### config.mk
export PLATFORM = sky130hd
export DESIGN_NAME = bbw_queue
export DESIGN_NICKNAME = d
export VERILOG_FILES = /design/src/design/bbw_queue.sv
export SDC_FILE = /design/constraint.sdc
export NUM_CORES = 1
export LEC_CHECK = 0
export ABC_AREA = 1
export ABC_CLOCK_PERIOD_IN_PS = 1500
export BUFFER_PORTS_ARGS = -buffer_cell sky130_fd_sc_hd__buf_2
export CORE_MARGIN = 10
export CORE_UTILIZATION = 56
export DETAILED_ROUTE_END_ITERATION = 6
export GPL_TIMING_DRIVEN = 0
export PLACE_DENSITY = 0.77
export SYNTH_ARGS = -nofsm -noshare
export SYNTH_HDL_FRONTEND = slang
export SYNTH_SLANG_ARGS = --single-unit
### constraint.sdc
create_clock -name clk -period 1.5 [get_ports clk]
set_input_delay 0.225 -clock clk [delete_from_list [all_inputs] [get_ports clk]]
set_output_delay 0.225 -clock clk [all_outputs]
set_load 0.01 [all_outputs]
### src/design/bbw_queue.sv
// bbw_queue: small fifo decoupling the front and back parts
// no dependencies

module bbw_queue #(
	parameter int unsigned WIDTH = 8,
	parameter int unsigned DEPTH = 4
) (
	input  logic             clk,
	input  logic             arst_n,
	input  logic             push,
	input  logic [WIDTH-1:0] push_data,
	input  logic             pop,
	output logic [WIDTH-1:0] head,
	output logic             full,
	output logic             empty
);

	localparam int unsigned PW = (DEPTH > 1) ? $clog2(DEPTH) : 1;
	localparam int unsigned CW = $clog2(DEPTH + 1);

	logic [WIDTH-1:0] buf_q [DEPTH];
	logic [PW-1:0]    wr_q, rd_q;
	logic [CW-1:0]    cnt_q;

	assign full  = (cnt_q == CW'(DEPTH));
	assign empty = (cnt_q == '0);
	assign head  = buf_q[rd_q];

	// storage
	always_ff @(posedge clk) begin
		if (push) begin
			buf_q[wr_q] <= push_data;
		end
	end

	// pointers and fill count
	always_ff @(posedge clk or negedge arst_n) begin
		if (!arst_n) begin
			wr_q  <= '0;
			rd_q  <= '0;
			cnt_q <= '0;
		end else begin
			if (push) begin
				wr_q <= (wr_q == PW'(DEPTH - 1)) ? '0 : wr_q + 1'b1;
			end
			if (pop) begin
				rd_q <= (rd_q == PW'(DEPTH - 1)) ? '0 : rd_q + 1'b1;
			end
			if (push && !pop) begin
				cnt_q <= cnt_q + 1'b1;
			end else if (pop && !push) begin
				cnt_q <= cnt_q - 1'b1;
			end
		end
	end

endmodule

Word level (Yosys, flattened, before mapping)
Memories as Yosys holds them, arrays and structs flattened.
Index checks and enable logic that the tools add are counted.
{ "totals": {"output_inout_bits": 10, "ff_bits": 7, "mem_bits_rw": 32, "n_memories": 1, "wordCells": 23, "in_bits": 12} }
{ "memory_table": {"columns": ["name", "depth", "word_bits", "rd", "rd_clocked_by_memory_dff", "wr", "line_no", "source"], "rows": [
  ["buf_q", 4, 8, 1, 0, 1, "21", "logic [WIDTH-1:0] buf_q [DEPTH];"]
]} }
{ "classes": {"n_reduce_logical": 6, "mux": 6, "eq_ne": 3, "addsub": 4} }
{ "op_table": {"columns": ["op", "count"], "rows": [
  ["$mux W3", 2],
  ["$add A2 B1 Y2 const B", 2],
  ["$eq A2 B2 Y1 const B", 2],
  ["$mux W2", 2],
  ["$add A3 B1 Y3 const B", 1],
  ["$eq A3 B3 Y1 const B", 1],
  ["$logic_not A3 Y1", 1],
  ["$sub A3 B1 Y3 const B", 1],
  ["$logic_and A1 B1 Y1", 2],
  ["$logic_not A1 Y1", 2],
  ["$mux W1", 2],
  ["$reduce_bool A2 Y1", 1]
]} }

Longest topological paths before layout
{ "depth": {"depth_word": 4, "ltp_mapped": 9, "depth_no_buf": 9} }

Worst setup path after synthesis
No wires, ideal clock.
{ "synth_timing": {"path_type": "reg2reg", "startpoint": "reg cnt_q[0]", "endpoint": "reg cnt_q[2]", "period_less_slack_ns": 1.200, "t_arrival_ns": 1.083, "stages_incl_launch_ff": 6, "path_buffers": 0, "setup_slack_ns": 0.300, "setup_ns": 0.117, "t_required_ns": 1.383, "cell_sequence": "dfrtp_1 -> fa_1 -> nand2_1 -> nand3_1 -> nand2_1 -> nand2_1"} }
{ "synth_between": {"elab_chain_cells": 3, "elab_cells_between_ends": 4, "cone_classes": "add/sub (2); mux (2)"} }
{ "synth_lines": {"columns": ["element", "line_no", "source"], "rows": [
  ["from (decl)", "23", "logic [CW-1:0] cnt_q;"],
  ["from (signal assigned)", "50", "cnt_q <= cnt_q + 1'b1;"],
  ["from (signal assigned)", "52", "cnt_q <= cnt_q - 1'b1;"],
  ["$sub A3 B1 Y3", "52", null],
  ["$mux W3", "51", "end else if (pop && !push) begin"],
  ["$mux W3 *", "49", "if (push && !pop) begin"]
]} }
Every way passes the cells marked *; elsewhere a longest branch is shown, timed or not. The select of a mux whose other input is x is not followed.
A chain may end at the register's enable or synchronous reset.

Worst setup path in the final report
{ "layout_timing": {"startpoint": "reg rd_q[0]", "endpoint": "out head[4]"} }
{ "layout_between": {"elab_chain_cells": 1} }
{ "layout_lines": {"columns": ["element", "line_no", "source"], "rows": [
  ["from (decl)", "22", "logic [PW-1:0] wr_q, rd_q;"],
  ["from (signal assigned)", "47", "rd_q <= (rd_q == PW'(DEPTH - 1)) ? '0 : rd_q + 1'b1;"],
  ["$mem_v2 Z4 W8", null, null],
  ["to (decl)", "13", "output logic [WIDTH-1:0] head,"]
]} }
No other way between the ends.

==> flow_metrics.env <==
export IMPL_arrival_ns=1.38
export IMPL_syn_to_final_growth_pct=17.4
export IMPL_reg2reg_slack_ns=0.13
export IMPL_htree_levels=2
export IMPL_synth_area_leaders="edfxtp_1, dfrtp_1, nand2_1, o211ai_1, inv_1"
export IMPL_period_share_pct=107
export IMPL_grt_pass1_vias=1091
export IMPL_yosys_cell_types_count=17
export IMPL_hold_path_class="primary input to register"
export IMPL_max_stage_delay_ns=0.43
export IMPL_ys_ff_latch=39
export IMPL_synth_top_area_share_pct=56.4
export IMPL_setup_ws_ns=-0.104
export IMPL_min_to="buf_q[0][0]"
export IMPL_hold_depth=1
export IMPL_drt_total_wl_um=3210
export IMPL_synth_avg_cell_area_um2=11.8
export IMPL_max_freq_mhz=623
export IMPL_die_area_um2=5650
export IMPL_synth_edf_count=32
export IMPL_vdd_drop_max_mv=1.35
export IMPL_grt_max_degree=13
export IMPL_numClockSinks=39
export IMPL_port_buffers=21
export IMPL_grt_pass1_wl_um=5220
export IMPL_first_pass_iters=4
export IMPL_dp_hpwl_um=2180
export IMPL_synth_mux_area_share_pct=0
export IMPL_antenna_found_initial=0
export IMPL_timing_rr_start="wr_q[1]"
export IMPL_final_cells=209
export IMPL_clock_path_buffers=2
export IMPL_cts_buffers=5
export IMPL_finalHoldViolCount=0
export IMPL_maxCapViolCount=0
export IMPL_violations="setup timing"
export IMPL_cts_root_buffer="clkbuf_4"
export IMPL_fin_area_um2=2000
export IMPL_start_util_pct=60.2
export IMPL_yosys_area_share_simple_pct=9.85
export IMPL_drive_gt1_share_pct=21.3
export IMPL_nNetsFinal=196
export IMPL_fp_row_count=19
export IMPL_synth_top_family_by_area="simple AND/OR/NAND/NOR gates"
export IMPL_dpl_cell_area_um2=1850
export IMPL_postSynth_asyncResetShare_pct=17.9
export IMPL_slew_violations=0
export IMPL_yosys_area_share_xor_xnor_pct=0.514
export IMPL_slowest_stage="dfrtp_1"
export IMPL_drc=0
export IMPL_max_slew_margin_rel_pct=74.9
export IMPL_crit_type="register to primary output"
export IMPL_syn_num_nets=163
export IMPL_layout_cells_most_common_list="nand2_1, edfxtp_1, inv_1, buf_2, o211ai_1"
export IMPL_fin_crit_ns=1.60
export IMPL_drt_iter0_markers=59
export IMPL_clkTransAtPathRegs_ns=0.12
export IMPL_wl_per_cell_um=15.4
export IMPL_gp_congestion=0.777
export IMPL_coreArea_um2=2830
export IMPL_status="complete, but fails checks"
export IMPL_required_ns=1.27
export IMPL_rsz0062_at_grt="yes"
export IMPL_synth_compound_area_share_pct=8.52
export IMPL_grt_usage_pct=12.5
export IMPL_critPathLaunchType="register"
export IMPL_yosys_warnings=0
export IMPL_worst_r2r_endpoint="buf_q[1][3]"
export IMPL_ant_nets=0
export IMPL_cts_tree="yes"
export IMPL_place_inst=196
export IMPL_die_x_um=75.1
export IMPL_yosysTopAreaCell="edfxtp_1"
export IMPL_setup_violations_final=8
export IMPL_final_common_cell="nand2_1"
export IMPL_cp_common_cell="nand2_1"
export IMPL_via_per_inst=5.24
export IMPL_clock_skew_ns=0.00915
export IMPL_leakage_nw=0.918
export IMPL_diodes=0
export IMPL_yosysSeqAreaShare_pct=66.7
export IMPL_clk_latency_ns=0.35
export IMPL_vias=1096
export IMPL_yosys_area_share_adder_pct=5.58
export IMPL_cp_max_fo=6
export IMPL_tightest_slew_ns=0.376
export IMPL_end_kind="primary output"
export IMPL_grt_ovfl_total=0
export IMPL_p_per_area_nw_per_um2=1880
export IMPL_syn_inst=144
export IMPL_min_from="push_data[0]"
export IMPL_synthFlopType="edfxtp_1"
export IMPL_worstPathCellList="inv_4 -> buf_4 -> nand2_1 -> o211ai_1 -> nand2_1 -> buf_2"
export IMPL_io_pins=22
export IMPL_worstRegToRegCells=4
export IMPL_die_h_um=75.1
export IMPL_netlist_area_um2=1700
## power by group
group / leakage (nW) / internal (mW) / switching [mW]
sequential: 0.378 / 1.44 / 0.132
clock: 0.0525 / 0.520 / 0.332
combinational: 0.487 / 0.544 / 0.791
total: 0.918 / 2.50 / 1.26
## worst max path at each step
stage,startpoint,to,slack [ns]
floorplan,cnt_q[0],cnt_q[2],0.30
global placement,push,cnt_q[2],0.13
detailed placement,push,cnt_q[2],0.07
CTS,rd_q[0],head[0],-0.11
global route,rd_q[0],head[6],-0.19
finish,rd_q[0],head[4],-0.10
## metrics by stage
| stage | util, % | hold WS (ns) | setup slack [ns] | TNS (ns) | power (mW) |
|---|---|---|---|---|---|
| detailed placement | 65.3 | 0.0674 | 0.0670 | 0 | 2.84 |
| global route | 70.7 | 0.0601 | -0.185 | -1.41 | 4.01 |
| floorplan | - | -0.0706 | 0.300 | 0 | 2.40 |
| CTS | 70.1 | 0.0724 | -0.113 | -0.812 | 3.75 |
| finish | 70.7 | 0.0802 | -0.104 | -0.714 | 3.76 |
| global placement | 65.3 | 0.0644 | 0.128 | 0 | 2.76 |
## flip-flops by register name (all words and copies together) (netlist names)
| register | count |
|---|---|
| buf_q | 32 |
| cnt_q | 3 |
| rd_q | 2 |
| wr_q | 2 |
## cells in the mapped netlist, types with 2 or more instances
cell,count
ha_1,6
o21ai_0,4
dfrtp_1,7
inv_1,27
buf_6,3
nand2_1,38
nor3_1,2
edfxtp_1,32
o211ai_1,16
inv_2,2
## critical path: cells and delay by family, from the launching register on
family          cells  cell delay [ns]
compound gates      1             0.08
buf+inv             3             0.40
simple gates        2             0.12
flops               1             0.43
## logic make-up (layout without fill, tap and decap cells)
kind of cell,count (synthesis),after routing
AND/OR/NAND/NOR,43,43
flip-flops,39,39
buffers and inverters,33,67
AO/OA/AOI/OAI,21,21
XOR/XNOR,1,1
adder cells (fa/ha/maj),7,7
## timing repair
action | CTS | global route
pin swaps | 0 | 1
gates cloned | 0 | 1
setup endpoints to repair | 8 | 8
setup buffers | 3 | 0
gates resized for setup | 1 | 4
hold buffers | 1 | 0
hold endpoints to repair | 7 | 0
## cell type report
cell class,count,area (µm²)
buffer,4,45.0
clock buffer,6,41.3
clock inverter,2,60.1
fill,191,830
inverter,29,116
multi-input combinational,72,417
sequential,39,1140
tap,31,38.8
timing repair buffer,26,145
## layer usage
metal,vias up,global-route usage [%],share of wire (%)
met3,6,4.73,5.3
li1,550,-,-
met1,522,14.3,41
met5,-,0,0
met4,0,5.57,1.7
met2,18,20.6,52
No activity file was read; power rests on OpenSTA's default activity.
