==> src/design/bbw_pkg.sv <==
// bbw_pkg: shared types and constants of the bilinear backward warp unit
// no dependencies; imported by the top level, bbw_front and bbw_back

package bbw_pkg;

	// default store geometry
	localparam int unsigned DEF_MAX_WIDTH  = 256;
	localparam int unsigned DEF_MAX_HEIGHT = 256;

	// entries in the queue between front and back
	localparam int unsigned QUEUE_DEPTH = 4;

	// register indexes
	localparam logic [1:0] REG_IMAGE_WIDTH   = 2'd0;
	localparam logic [1:0] REG_IMAGE_HEIGHT  = 2'd1;
	localparam logic [1:0] REG_INV_SPACING_X = 2'd2;
	localparam logic [1:0] REG_INV_SPACING_Y = 2'd3;

	// register reset values
	localparam logic [8:0]  RST_IMAGE_WIDTH  = 9'd256;
	localparam logic [8:0]  RST_IMAGE_HEIGHT = 9'd256;
	localparam logic [11:0] RST_INV_SPACING  = 12'd256;

	// item codes
	localparam logic ACT_LOAD  = 1'b0;
	localparam logic ACT_QUERY = 1'b1;

	// fixed-width part of one queued item
	typedef struct packed {
		logic        is_query;
		logic        oor;
		logic        ld_ok;
		logic        nx_ok;
		logic        ny_ok;
		logic [7:0]  fx;
		logic [7:0]  fy;
		logic [15:0] pixel;
	} bbw_ctrl_t;

endpackage

==> src/design/bbw_front.sv <==
// bbw_front: accepts transactions, scales displacements and classifies them
// depends on bbw_pkg

module bbw_front import bbw_pkg::*; #(
	parameter int unsigned MAX_WIDTH  = DEF_MAX_WIDTH,
	parameter int unsigned MAX_HEIGHT = DEF_MAX_HEIGHT,
	parameter int unsigned XB = $clog2(MAX_WIDTH),
	parameter int unsigned YB = $clog2(MAX_HEIGHT)
) (
	input  logic          clk,
	input  logic          arst_n,
	input  logic [8:0]    image_width,
	input  logic [8:0]    image_height,
	input  logic [11:0]   inv_spacing_x,
	input  logic [11:0]   inv_spacing_y,
	input  logic          in_valid,
	output logic          in_ready,
	input  logic          action,
	input  logic [7:0]    pos_x,
	input  logic [7:0]    pos_y,
	input  logic [15:0]   pixel_value,
	input  logic [15:0]   disp_x,
	input  logic [15:0]   disp_y,
	output logic          push,
	output bbw_ctrl_t     push_ctrl,
	output logic [XB-1:0] push_ix,
	output logic [YB-1:0] push_iy,
	input  logic          queue_full
);

	localparam int unsigned WXB = ($clog2(MAX_WIDTH + 1) > 9) ? $clog2(MAX_WIDTH + 1) : 9;
	localparam int unsigned WYB = ($clog2(MAX_HEIGHT + 1) > 9) ? $clog2(MAX_HEIGHT + 1) : 9;
	localparam int unsigned LB  = (WXB > WYB) ? WXB : WYB;
	localparam int unsigned SW  = (LB + 9 > 22) ? LB + 9 : 22;

	logic               v_s1, act_s1;
	logic [7:0]         px_s1, py_s1;
	logic [15:0]        pix_s1;
	logic signed [28:0] prx_s1, pry_s1;
	logic signed [28:0] prx, pry;
	logic               adv;

	logic [WXB-1:0]       w_c;
	logic [WYB-1:0]       h_c;
	logic signed [SW-1:0] sx, sy, lim_x, lim_y;
	logic [XB-1:0]        ix;
	logic [YB-1:0]        iy;
	logic                 oor, ld_ok;

	// displacement times reciprocal spacing, Q.16
	assign prx = $signed(disp_x) * $signed({1'b0, inv_spacing_x});
	assign pry = $signed(disp_y) * $signed({1'b0, inv_spacing_y});

	assign push     = v_s1 && !queue_full;
	assign in_ready = !v_s1 || !queue_full;
	assign adv      = in_ready;

	// input stage
	always_ff @(posedge clk or negedge arst_n) begin
		if (!arst_n) begin
			v_s1 <= 1'b0;
		end else if (adv) begin
			v_s1 <= in_valid;
		end
	end

	always_ff @(posedge clk) begin
		if (adv && in_valid) begin
			act_s1 <= action;
			px_s1  <= pos_x;
			py_s1  <= pos_y;
			pix_s1 <= pixel_value;
			prx_s1 <= prx;
			pry_s1 <= pry;
		end
	end

	// image size clamped to the store
	always_comb begin
		if (image_width == '0) begin
			w_c = WXB'(1);
		end else if (WXB'(image_width) > WXB'(MAX_WIDTH)) begin
			w_c = WXB'(MAX_WIDTH);
		end else begin
			w_c = WXB'(image_width);
		end
		if (image_height == '0) begin
			h_c = WYB'(1);
		end else if (WYB'(image_height) > WYB'(MAX_HEIGHT)) begin
			h_c = WYB'(MAX_HEIGHT);
		end else begin
			h_c = WYB'(image_height);
		end
	end

	// sample point in Q.8, floored displacement, and range test
	always_comb begin
		sx    = $signed({{(SW - 16){1'b0}}, px_s1, 8'd0}) + SW'(prx_s1 >>> 8);
		sy    = $signed({{(SW - 16){1'b0}}, py_s1, 8'd0}) + SW'(pry_s1 >>> 8);
		lim_x = $signed({{(SW - WXB - 8){1'b0}}, w_c - 1'b1, 8'd0});
		lim_y = $signed({{(SW - WYB - 8){1'b0}}, h_c - 1'b1, 8'd0});
		oor   = sx[SW-1] || sy[SW-1] || (sx > lim_x) || (sy > lim_y);
		ld_ok = (32'(px_s1) < MAX_WIDTH) && (32'(py_s1) < MAX_HEIGHT);
		if (act_s1 == ACT_QUERY) begin
			ix = sx[8 +: XB];
			iy = sy[8 +: YB];
		end else begin
			ix = XB'(px_s1);
			iy = YB'(py_s1);
		end
	end

	// queue entry
	always_comb begin
		push_ctrl.is_query = (act_s1 == ACT_QUERY);
		push_ctrl.oor      = oor;
		push_ctrl.ld_ok    = ld_ok;
		push_ctrl.nx_ok    = (WXB'(ix) + 1'b1) < w_c;
		push_ctrl.ny_ok    = (WYB'(iy) + 1'b1) < h_c;
		push_ctrl.fx       = sx[7:0];
		push_ctrl.fy       = sy[7:0];
		push_ctrl.pixel    = pix_s1;
		push_ix            = ix;
		push_iy            = iy;
	end

endmodule

==> config.mk <==
export PLATFORM = sky130hd
export DESIGN_NAME = bbw_front
export DESIGN_NICKNAME = d
export VERILOG_FILES = /design/src/design/bbw_pkg.sv /design/src/design/bbw_front.sv
export SDC_FILE = /design/constraint.sdc
export NUM_CORES = 1
export LEC_CHECK = 0
export ABC_AREA = 1
export BUFFER_PORTS_ARGS = -buffer_cell sky130_fd_sc_hd__buf_2
export CAP_MARGIN = 20
export CELL_PAD_IN_SITES_DETAIL_PLACEMENT = 1
export CELL_PAD_IN_SITES_GLOBAL_PLACEMENT = 2
export CORE_ASPECT_RATIO = 0.7
export CORE_MARGIN = 2
export CORE_UTILIZATION = 35
export DETAILED_ROUTE_END_ITERATION = 16
export HOLD_SLACK_MARGIN = 0.03
export PLACE_DENSITY = 0.8
export REMOVE_ABC_BUFFERS = 1
export SLEW_MARGIN = 40
export SYNTH_ARGS = -nofsm -noshare
export SYNTH_HDL_FRONTEND = slang
export SYNTH_SLANG_ARGS = --single-unit
==> constraint.sdc <==
create_clock -name clk -period 10.84 [get_ports clk]
set_input_delay 2.168 -clock clk [delete_from_list [all_inputs] [get_ports clk]]
set_output_delay 2.168 -clock clk [all_outputs]
set_load 0.05 [all_outputs]
### After elaboration in Yosys (flattened, before gate mapping)

Cells that the tools add are included.
Widths: inputs -> output; s select.

* flip-flop bits (word level): 92
* input bits: 111
* output and inout port bits: 55
* logic and storage cells: 37

* add/subtract/negate cells: 6
* multiply operators: 2
* order comparisons: 6
* multiplexer cells: 6
* reductions and logical operators: 10

Operators with widths (number)
* $mul 16x13->29: 2
* $add 17x21->22: 2
* $gt 22x18->1: 2
* $mux 9: 4
* $add 8x1->9 const B: 2
* $gt 9x9->1 const B: 2
* $logic_not 9->1: 2
* $lt 9x9->1: 2
* $sub 9x1->9 const B: 2
* $mux 8: 2
* $logic_or 1x1->1: 4
* $logic_and 1x1->1: 2
* $logic_not 1->1: 2

### Longest topological paths before layout

Gate-level depths: netlist (run 1).

* word-level depth: 7
* depth in mapped cells: 26
* gate-level depth less buffers: 24

### Worst setup path after synthesis (run 1)

OpenSTA, ideal clock, no wires.

* path kind: in2reg
* from: input port inv_spacing_y[3]
* to: register pry_s1[28] (data pin)
* library setup time: 252 ps
* data arrival time: 6626 ps
* data required time: 10588 ps
* path slack: 3961 ps
* cell stages on the path: 20
* buffers on the path: 2
* path through: clkbuf_1 > clkbuf_1 > nand2_1 > fa_1 > fa_1 > inv_1 > fa_1 > fa_1 > inv_1 > fa_1 > inv_1 > ha_1 > a21oi_1 > o21ai_0 > a21oi_1 > o21ai_0 > a21oi_1 > nand2_1 > nand2_1 > nand2_1

* word-level cells in the longest chain between the ends: 1

RTL lines
* start, declared: line bbw_front.sv:15 `input logic [11:0] inv_spacing_y,`
* $mul 16x13->29: line bbw_front.sv:52 `assign pry = $signed(disp_y) * $signed({1'b0, inv_spacing_y});`
* named net pry[28]: line bbw_front.sv:40 `logic signed [28:0] prx, pry;`
* end signal, assigned: line bbw_front.sv:74 `pry_s1 <= pry;`
* end, declared: line bbw_front.sv:39 `logic signed [28:0] prx_s1, pry_s1;`

The timed path passes the listed nets, and every way through them passes these cells.
A chain may end at the register's enable or synchronous reset.

==> reports/metrics.csv, run 1 <==
stage;metric;value;unit
outcome;status;complete, no violations;
finish;Reg area;0.002277;mm2
die;Boundary Pins;166;
worst_setup_path;Crit Path Class;in -> out;
worst_setup_path;reg2reg setup slack;9.22;ns
place;Final GP Congestion;0.8425;
clock_tree;CTS Buf Count;9;
finish;Fill cells;7180;
die;num rows;74;
die;Starting Density;0.3525;
drt;DR iter-0 viols;734;
clock_tree;H-Tree Level Count;3;
synthesis;Synthesis Warnings;0;
timing;final hold vios;0;
finish;nets;3396;
clock_tree;Post-CTS Resized;0;
clock_tree;CTS tree;built;
place;# port buffers;164;
worst_setup_path;Reg2Reg Launch Point;v_s1$_DFFE_PN0N_;
grt;largest net degree at the start of global routing;76;
synthesis;Synth Flop Type;edfxtp_1;
timing;Relative slew margins;0.4863;
worst_setup_path;cell count of the worst reg-to-reg path;2;
synthesis;Synth cell types;44;
drt;WL/cell;17.05;um
clock_tree;worst skew pair latency;0.35;ns
worst_setup_path;Setup crit start kind;input port;
synthesis;number of enable flip-flop cells after synthesis;75;
timing;Max Clock Skew;0.01037;ns
drt;DRC;0;
synthesis;Mapped Avg Cell Area;7.659;um2
flow_run;Max Cap Violations;0;
worst_setup_path;crit path DAT;5.08;ns
timing;setup_tns;0;ns
drt;total iterations of the first detailed-routing run;4;
grt;total congestion overflow;0;
timing;worst-margin pin slew;0.7706;ns
drt;Routed WL;59.91;mm
clock_tree;hold_buf cts;0;
drt;antenna-violating nets left;0;
worst_setup_path;Max Fanout on Critical Path;4;
finish;Multi-input gate area;0.01475;mm2
timing;fin crit period;7.249;ns
grt;vias in the first global route;18050;
grt;first-pass GRT wire length;97.41;mm
synthesis;asr flop ratio synth;0.01316;
hold_path;Worst Hold Class;reg -> reg;
clock_tree;Clock Path Buffers;2;
synthesis;post-synthesis cell area;0.02047;mm2
finish;Area Overhead vs Synth;8.113;%
die;die area;0.06045;mm2
clock_tree;CTS sink count;76;
clock_tree;Post-CTS Setup Inserts;0;
finish;ANT cells;0;
die;Die Ht;206.3;um
drt;via-per-instance ratio;4.684;
synthesis;register area share after synthesis;0.1113;
timing;RSZ-0062 raised after global routing;false;
worst_setup_path;Critical Path Start;image_width[5];
timing;Final setup viols;0;
clock_tree;CTS clk-pin slew, worst paths;0.07;ns
synthesis;top cells by area, synth;fa_1 35%, inv_1 15%, nand2_1 13%;
die;core area;0.05805;mm2
synthesis;Yosys top cell area share;0.3482;
place;detailed placer's ending HPWL;51.83;mm
synthesis;synthesized flop and latch total;76;
synthesis;Syn Inst Count;2672;
worst_setup_path;CP Capture Point;push_ctrl[35];
drt;Vias;16460;
worst_setup_path;CP required;8.67;ns
grt;initial antenna violation count;0;
synthesis;dominant cell type by area after synthesis;fa_1;
clock_tree;root buffer cell;clkbuf_16;
worst_setup_path;reg2reg end;py_s1[5]$_DFFE_PP_;
worst_setup_path;Critical Path End Type;output port;
timing;crit share post-route;0.6688;
timing;fmax;137.9;MHz
timing;Max Transition Viols Final;0;
grt;overall routing resource usage;0.2040;
die;DIE WIDTH;293.0;um
finish;layout cell share with drive strength beyond 1;0.07843;
==> placed cells by master, fill, tap and decap left out, types with 7 or more instances in the layout <==
cell and count:
edfxtp_1 75, nand3b_1 8, a31oi_1 7, nor2_1 95, inv_1 792, o21bai_1 12, clkbuf_16 9, a21oi_1 82
nand2_1 688, o21ai_0 43, xnor2_1 25, nor4_1 9, a21boi_0 7, nand2_2 10, xor2_1 43, nand4_1 15
nor3_1 18, fa_1 356, ha_1 180, buf_2 164, nand3_1 59
==> worst min path at each step <==
stage                          start                to  slack [ns]  cells past startpoint
floorplan           v_s1$_DFFE_PN0N_  v_s1$_DFFE_PN0N_        0.81                      2
global placement    v_s1$_DFFE_PN0N_  v_s1$_DFFE_PN0N_        0.55                      2
detailed placement  v_s1$_DFFE_PN0N_  v_s1$_DFFE_PN0N_        0.62                      2
CTS                 v_s1$_DFFE_PN0N_  v_s1$_DFFE_PN0N_        0.64                      2
global route        v_s1$_DFFE_PN0N_  v_s1$_DFFE_PN0N_        0.68                      2
finish              v_s1$_DFFE_PN0N_  v_s1$_DFFE_PN0N_        0.63                      2
==> critical path, cell delays in order <==
cell and delay [ns]:
buf_2 0.12, nor4_1 0.34, nand2_1 0.09, nand2_1 0.11, nand2_1 0.06, nand2_1 0.12, inv_1 0.09, ha_1 0.24
nand4_1 0.15, a21oi_1 0.07, o21ai_0 0.07, o21ai_0 0.16, ha_1 0.33, nor4b_1 0.24, nand4_1 0.11, nand2_1 0.11
nand3_1 0.07, nor2_1 0.09, nand3_1 0.11, buf_2 0.24
==> sequential cells by signal, indices dropped and copies added (netlist names) <==
signal,flops
py_s1,8
pry_s1,21
v_s1,1
prx_s1,21
act_s1,1
px_s1,8
pix_s1,16
==> Yosys cell counts, types with 8 or more instances <==
library cell,count
a21oi_1,83
nand2_1,688
inv_1,792
o21ai_0,43
nor3_1,18
nand3_1,59
o21bai_1,12
fa_1,356
buf_4,20
clkbuf_1,77
nor2_1,95
ha_1,180
nand3b_1,8
edfxtp_1,75
nand4_1,15
nor4_1,9
xnor2_1,25
xor2_1,43
nand2_2,10
==> metal layers <==
layer	global-route usage	share of wire
met1	0.3131	0.53
met2	0.3196	0.42
met3	0.02119	0.043
met4	0.01850	0.0030
met5	0	0
==> per-stage QoR <==
stage	util	setup WS (ns)	hold WS, ns	cell area [um2]	std cells
after floorplan	-	4.100	0.8126	20010	2572
after global placement	0.3754	3.458	0.5532	21800	3497
after detailed placement	0.3757	3.434	0.6194	21810	3498
after CTS	0.3811	3.505	0.6389	22130	3514
after global routing	0.3811	3.185	0.6825	22130	3514
final	0.3811	3.591	0.6317	22130	3514
==> cell type report <==
cell class                 instances  area share
multi-input combinational       1700      0.6667
tap                              760     0.04298
clock inverter                     7    0.004071
sequential                        76      0.1029
inverter                         796      0.1350
clock buffer                       9     0.01018
timing repair buffer             166     0.03811
==> kinds of logic after synthesis <==
| kind of cell | count (synthesis) | synth area share |
|---|---|---|
| compound gates | 177 | 0.04989 |
| other cells | 1 | 0.0001832 |
| xor+xnor | 70 | 0.03069 |
| simple gates | 916 | 0.1812 |
| fa+ha+maj | 536 | 0.4583 |
| buf+inv | 896 | 0.1685 |
| flops | 76 | 0.1113 |
Power of run 1 is left out: the tool's default activity adds up to more than one toggle a clock period on the data nets, which glitch-free logic cannot reach.
==> run 2: changes to the inputs <==
--- a/config.mk
+++ b/config.mk
@@ -12,10 +12,10 @@
 export CELL_PAD_IN_SITES_GLOBAL_PLACEMENT = 2
 export CORE_ASPECT_RATIO = 0.7
 export CORE_MARGIN = 2
-export CORE_UTILIZATION = 35
+export CORE_UTILIZATION = 34
 export DETAILED_ROUTE_END_ITERATION = 16
 export HOLD_SLACK_MARGIN = 0.03
-export PLACE_DENSITY = 0.8
+export PLACE_DENSITY = 0.81
 export REMOVE_ABC_BUFFERS = 1
 export SLEW_MARGIN = 40
 export SYNTH_ARGS = -nofsm -noshare
==> constraint.sdc (replaced) <==
create_clock -name clk -period 6.5 [get_ports clk]
set_input_delay 1.3 -clock clk [delete_from_list [all_inputs] [get_ports clk]]
set_output_delay 1.3 -clock clk [all_outputs]
set_load 0.05 [all_outputs]
==> run 2 against run 1 <==
Compared with the run above:
- die area rose by 2.9%
- flip-flop and latch count did not move
- count of clock-buffer cells in the layout did not move
- via count rose by 1.4%
- global-route usage fell by 0.17 points
- final area rose by 0.42%
- critical endpoint is now prx_s1[21]$_DFFE_PP_
- largest cell class unchanged
==> reports/metrics.csv, run 2 (synthesis results as in run 1) <==
stage;metric;value;unit;change
outcome;status;complete, no violations;;unchanged
finish;Area Overhead vs Synth;8.565;%;was 8.113%
die;Die Ht;209.3;um;was 206.3 um
clock_tree;root buffer cell;clkbuf_16;;unchanged
clock_tree;Post-CTS Setup Inserts;0;;unchanged
finish;fin area;0.02222;mm2;was 0.02213 mm2
timing;Max Clock Skew;0.01240;ns;was 0.01037 ns
timing;setup_tns;0;ns;unchanged
finish;Final Non-Filler Cells;3570;;was 3514
die;die area;0.06220;mm2;was 0.06045 mm2
worst_setup_path;CP Buf/Inv Count;5;;was 3
clock_tree;CTS tree;built;;unchanged
timing;Max Transition Viols Final;0;;unchanged
grt;first-pass GRT wire length;100.4;mm;was 97.41 mm
worst_setup_path;Setup crit start kind;input port;;unchanged
place;Placed Area;0.02193;mm2;was 0.02181 mm2
timing;RSZ-0062 raised after global routing;false;;unchanged
worst_setup_path;Crit path top cell by count;fa_1;;was nand2_1
worst_setup_path;Crit Path Class;in -> reg;;was in -> out
grt;largest net degree at the start of global routing;76;;unchanged
drt;via-per-instance ratio;4.675;;was 4.684
timing;fmax;162.0;MHz;
worst_setup_path;crit path DAT;6.31;ns;was 5.08 ns
finish;ANT cells;0;;unchanged
drt;Routed WL;61.20;mm;was 59.91 mm
finish;layout cell share with drive strength beyond 1;0.08110;;was 0.07843
hold_path;Worst Hold Class;reg -> reg;;unchanged
timing;worst-margin pin slew;0.7823;ns;was 0.7706 ns
timing;final hold vios;0;;unchanged
drt;antenna-violating nets left;0;;unchanged
grt;initial antenna violation count;0;;unchanged
drt;DRC;0;;unchanged
clock_tree;worst skew pair latency;0.36;ns;was 0.35 ns
worst_setup_path;Worst path top cell family by delay;adder cells;;was simple AND/OR/NAND/NOR gates
worst_setup_path;Critical Path Max Stage Delay;0.65;ns;was 0.34 ns
flow_run;Max Cap Violations;0;;unchanged
timing;Relative slew margins;0.4784;;was 0.4863
grt;total congestion overflow;0;;unchanged
clock_tree;hold_buf cts;0;;unchanged
timing;Final setup viols;0;;unchanged
finish;commonest non-fill, non-tap cell in the layout;inv_1;;unchanged
clock_tree;CTS sink count;76;;unchanged
drt;DR iter-0 viols;963;;was 734
drt;WL/cell;17.14;um;was 17.05 um
die;Starting Density;0.3429;;was 0.3525
worst_setup_path;Max Fanout on Critical Path;15;;was 4
drt;total iterations of the first detailed-routing run;7;;was 4
finish;most frequent cells in the layout;792 x inv_1, 688 x nand2_1, 356 x fa_1, 180 x ha_1, 164 x buf_2;;unchanged
place;placed insts;3554;;was 3498
drt;Vias;16690;;was 16460
die;num rows;75;;was 74
grt;overall routing resource usage;0.2023;;was 0.2040
clock_tree;Post-CTS Resized;0;;unchanged
place;detailed placer's ending HPWL;53.35;mm;was 51.83 mm
place;# port buffers;164;;unchanged
clock_tree;CTS Buf Count;9;;unchanged
timing;crit share post-route;0.9497;;
die;Boundary Pins;166;;unchanged
clock_tree;H-Tree Level Count;3;;unchanged
worst_setup_path;worst path cell trace;buf_2, nand2_1, fa_1, fa_1, fa_1, inv_1, fa_1, inv_1, fa_1, inv_1, ha_1, nand2_1, nor2_1, inv_1, nor2_1, nand2_1, o211ai_1, xor2_1;;was buf_2, nor4_1, nand2_1, nand2_1, nand2_1, nand2_1, inv_1, ha_1, nand4_1, a21oi_1, o21ai_0, o21ai_0, ha_1, nor4b_1, nand4_1, nand2_1, nand3_1, nor2_1, nand3_1, buf_2
worst_setup_path;slowest cell on the critical path;fa_1;;was nor4_1
worst_setup_path;CP required;6.64;ns;was 8.67 ns
place;Final GP Congestion;0.8637;;was 0.8425
finish;biggest regs;prx_s1 (21), pry_s1 (21), pix_s1 (16);;unchanged
clock_tree;Clock Path Buffers;2;;unchanged
grt;vias in the first global route;18480;;was 18050
clock_tree;CTS clk-pin slew, worst paths;0.07;ns;about the same
finish;nets;3404;;was 3396
timing;fin crit period;6.173;ns;
worst_setup_path;Critical Path End Type;register;;was output port
die;core area;0.05968;mm2;was 0.05805 mm2
die;DIE WIDTH;297.2;um;was 293.0 um
-- run 2: cell types whose count changed in the layout (fill, tap and decap cells not counted), sizes merged --
| cell | change |
|---|---|
| buf | +8 |
| clkinvlp | +2 |
| inv | -2 |
| bufinv | -1 |
| clkinv | +1 |
-- run 2: per-stage QoR --
step | hold WS (ns) | worst slack [ns] | utilization
after detailed placement | 0.5735 | -0.01004 | 0.3675
after CTS | 0.5905 | 0.3705 | 0.3723
after floorplan | 0.8126 | 0.9363 | -
after global routing | 0.6331 | 0.05392 | 0.3723
final | 0.5903 | 0.3271 | 0.3723
after global placement | 0.5503 | 0.05442 | 0.3672
-- run 2: path summary, 6_finish.rpt --
kind	endpoint	slack (ns)	cells after the start	startpoint
worst min register to register	v_s1$_DFFE_PN0N_	0.59	2	v_s1$_DFFE_PN0N_
worst max register to register	pix_s1[11]$_DFFE_PP_	4.89	2	v_s1$_DFFE_PN0N_
min in group asynchronous	v_s1$_DFFE_PN0N_	0.71	1	arst_n
worst max-delay path	prx_s1[21]$_DFFE_PP_	0.33	18	inv_spacing_x[1]
max in group asynchronous	v_s1$_DFFE_PN0N_	5.71	1	arst_n
worst min-delay path	v_s1$_DFFE_PN0N_	0.59	2	v_s1$_DFFE_PN0N_
-- run 2: final cells by class --
class                      count  area (um2)
timing repair buffer         174       907.1
fill                        7416       37460
clock inverter                 7       58.81
inverter                     796        2988
sequential                    76        2277
clock buffer                   9       225.2
multi-input combinational   1700       14750
tap                          808        1011
-- run 2: worst min-delay path, stage by stage, from the launching register on --
cell and delay (ns):
dfrtp_1 0.41, nand2_1 0.09, nand2_1 0.06
-- run 2: per-layer routing --
metal | vias to the layer above | share of wire | track usage
met5 | - | 0 | 0
met4 | 0 | 0.0059 | 0.02177
met3 | 28 | 0.046 | 0.02464
met2 | 390 | 0.42 | 0.3113
met1 | 8369 | 0.53 | 0.3125
li1 | 7903 | - | -
Power of run 2 is left out for the same reason.
==> run 3: changes to the inputs <==
==> constraint.sdc (replaced) <==
create_clock -name clk -period 5 [get_ports clk]
set_input_delay 1 -clock clk [delete_from_list [all_inputs] [get_ports clk]]
set_output_delay 1 -clock clk [all_outputs]
set_load 0.05 [all_outputs]
==> run 3 against run 2 <==
Compared with the run above:
- the flow now finishes with violations (setup timing)
- hold slack got worse by 0.17 ns
- register-to-register slack got worse by 1.5 ns
- global-route usage rose by 1.6 points
==> reports/metrics.csv, run 3 (synthesis results as in run 1) <==
stage;metric;value;unit;change
outcome;status;finished, violations left;;was complete, no violations
outcome;failing checks;setup timing;;
timing;Relative slew margins;0.4675;;was 0.4784
clock_tree;root buffer cell;clkbuf_16;;unchanged
worst_setup_path;crit path DAT;5.45;ns;was 6.31 ns
drt;antenna-violating nets left;0;;unchanged
place;pre-CTS WS;-1.100;ns;was -0.01004 ns
timing;RSZ-0062 raised after global routing;true;;was false
place;Final GP Congestion;0.8612;;was 0.8637
timing;crit share post-route;1.071;;
grt;largest net degree at the start of global routing;76;;unchanged
clock_tree;worst skew pair latency;0.36;ns;about the same
clock_tree;hold_buf cts;0;;unchanged
finish;Area Overhead vs Synth;36.88;%;was 8.565%
die;core area;0.05968;mm2;unchanged
die;num rows;75;;unchanged
finish;commonest non-fill, non-tap cell in the layout;inv_1;;unchanged
timing;Fin Hold WS;0.4203;ns;was 0.5903 ns
finish;fin area;0.02801;mm2;was 0.02222 mm2
finish;most frequent cells in the layout;683 x inv_1, 569 x nand2_1, 327 x fa_1, 280 x buf_4, 136 x ha_1;;was 792 x inv_1, 688 x nand2_1, 356 x fa_1, 180 x ha_1, 164 x buf_2
drt;via-per-instance ratio;4.676;;was 4.675
die;Boundary Pins;166;;unchanged
timing;Final setup viols;39;;was 0
timing;fin crit period;5.355;ns;
place;detailed placer's ending HPWL;55.66;mm;was 53.35 mm
clock_tree;H-Tree Level Count;3;;unchanged
finish;layout cell share with drive strength beyond 1;0.3311;;was 0.08110
finish;Final Non-Filler Cells;3898;;was 3570
grt;vias in the first global route;20550;;was 18480
place;placed insts;3826;;was 3554
die;Die Ht;209.3;um;unchanged
drt;DRC;0;;unchanged
place;Placed Area;0.02414;mm2;was 0.02193 mm2
place;# port buffers;164;;unchanged
flow_run;Max Cap Violations;0;;unchanged
clock_tree;CTS Buf Count;9;;unchanged
timing;Max Transition Viols Final;0;;unchanged
worst_setup_path;Setup crit start kind;input port;;unchanged
worst_setup_path;CP required;5.09;ns;was 6.64 ns
clock_tree;CTS sink count;76;;unchanged
timing;post-route setup slack;-0.3554;ns;was 0.3271 ns
worst_setup_path;Max Fanout on Critical Path;6;;was 15
timing;final hold vios;0;;unchanged
worst_setup_path;Critical Path End Type;register;;unchanged
die;Starting Density;0.3429;;unchanged
die;DIE WIDTH;297.2;um;unchanged
hold_path;Worst Hold Class;in -> async;;was reg -> reg
drt;Vias;18230;;was 16690
timing;fmax;186.7;MHz;
grt;total congestion overflow;0;;unchanged
timing;worst-margin pin slew;0.7988;ns;was 0.7823 ns
drt;total iterations of the first detailed-routing run;5;;was 7
finish;biggest regs;prx_s1 (21), pry_s1 (21), pix_s1 (16);;unchanged
finish;ANT cells;0;;unchanged
drt;WL/cell;17.90;um;was 17.14 um
timing;Max Clock Skew;0.01382;ns;was 0.01240 ns
worst_setup_path;Crit Path Class;in -> reg;;unchanged
grt;initial antenna violation count;1;;was 0
finish;nets;3732;;was 3404
clock_tree;CTS tree;built;;unchanged
grt;overall routing resource usage;0.2184;;was 0.2023
drt;Routed WL;69.78;mm;was 61.20 mm
grt;first-pass GRT wire length;108.8;mm;was 100.4 mm
clock_tree;Clock Path Buffers;2;;unchanged
clock_tree;CTS clk-pin slew, worst paths;0.07;ns;about the same
drt;DR iter-0 viols;830;;was 963
die;die area;0.06220;mm2;unchanged
run 3: per-stage QoR:
step	utilization	TNS [ns]
after global routing	0.4694	-12.85
after CTS	0.4491	-5.016
after global placement	0.4045	-29.01
after detailed placement	0.4045	-32.83
final	0.4694	-7.860
after floorplan	-	-18.84
run 3: timing repair:
item	4_1_cts	5_1_grt
hold endpoints to repair	0	0
setup endpoints to repair	41	45
gates resized for setup	532	292
setup buffers	34	31
gates cloned	4	0
pin swaps	195	178
run 3: worst max-delay path: stages:
cell      delay (ns)
buf_12          0.11
buf_8           0.12
nand2_2         0.05
inv_2           0.04
fa_1            0.57
inv_2           0.05
fa_2            0.53
inv_2           0.04
fa_2            0.45
fa_2            0.55
inv_2           0.04
fa_1            0.48
inv_2           0.05
ha_4            0.31
nand2_4         0.07
buf_6           0.14
nor2_4          0.14
nor2_4          0.06
o21bai_1        0.16
inv_1           0.10
nand2_4         0.12
a21oi_4         0.08
xnor2_2         0.18
run 3: cell type report:
type,count,area [um2]
clock buffers,9,225.2
clock inverters,7,58.81
fillers,7139,31670
inverters,796,3019
multi-input cells,1700,17250
flip-flops and latches,76,2277
well taps,808,1011
repair buffers,502,4168
run 3: layer usage:
metal,track usage,share of wire
met2,0.3597,0.47
met1,0.3182,0.48
met3,0.02122,0.040
met4,0.03239,0.011
met5,0,0.00019
run 3: final timing paths:
path	startpoint	to	slack (ns)	cells past startpoint
min reg2reg	v_s1$_DFFE_PN0N_	v_s1$_DFFE_PN0N_	0.62	2
max	inv_spacing_x[3]	prx_s1[22]$_DFFE_PP_	-0.36	23
min in group clk	v_s1$_DFFE_PN0N_	v_s1$_DFFE_PN0N_	0.62	2
max in group asynchronous	arst_n	v_s1$_DFFE_PN0N_	4.49	1
min	arst_n	v_s1$_DFFE_PN0N_	0.42	1
max reg2reg	v_s1$_DFFE_PN0N_	pix_s1[5]$_DFFE_PP_	3.38	2
Power of run 3 is left out for the same reason.
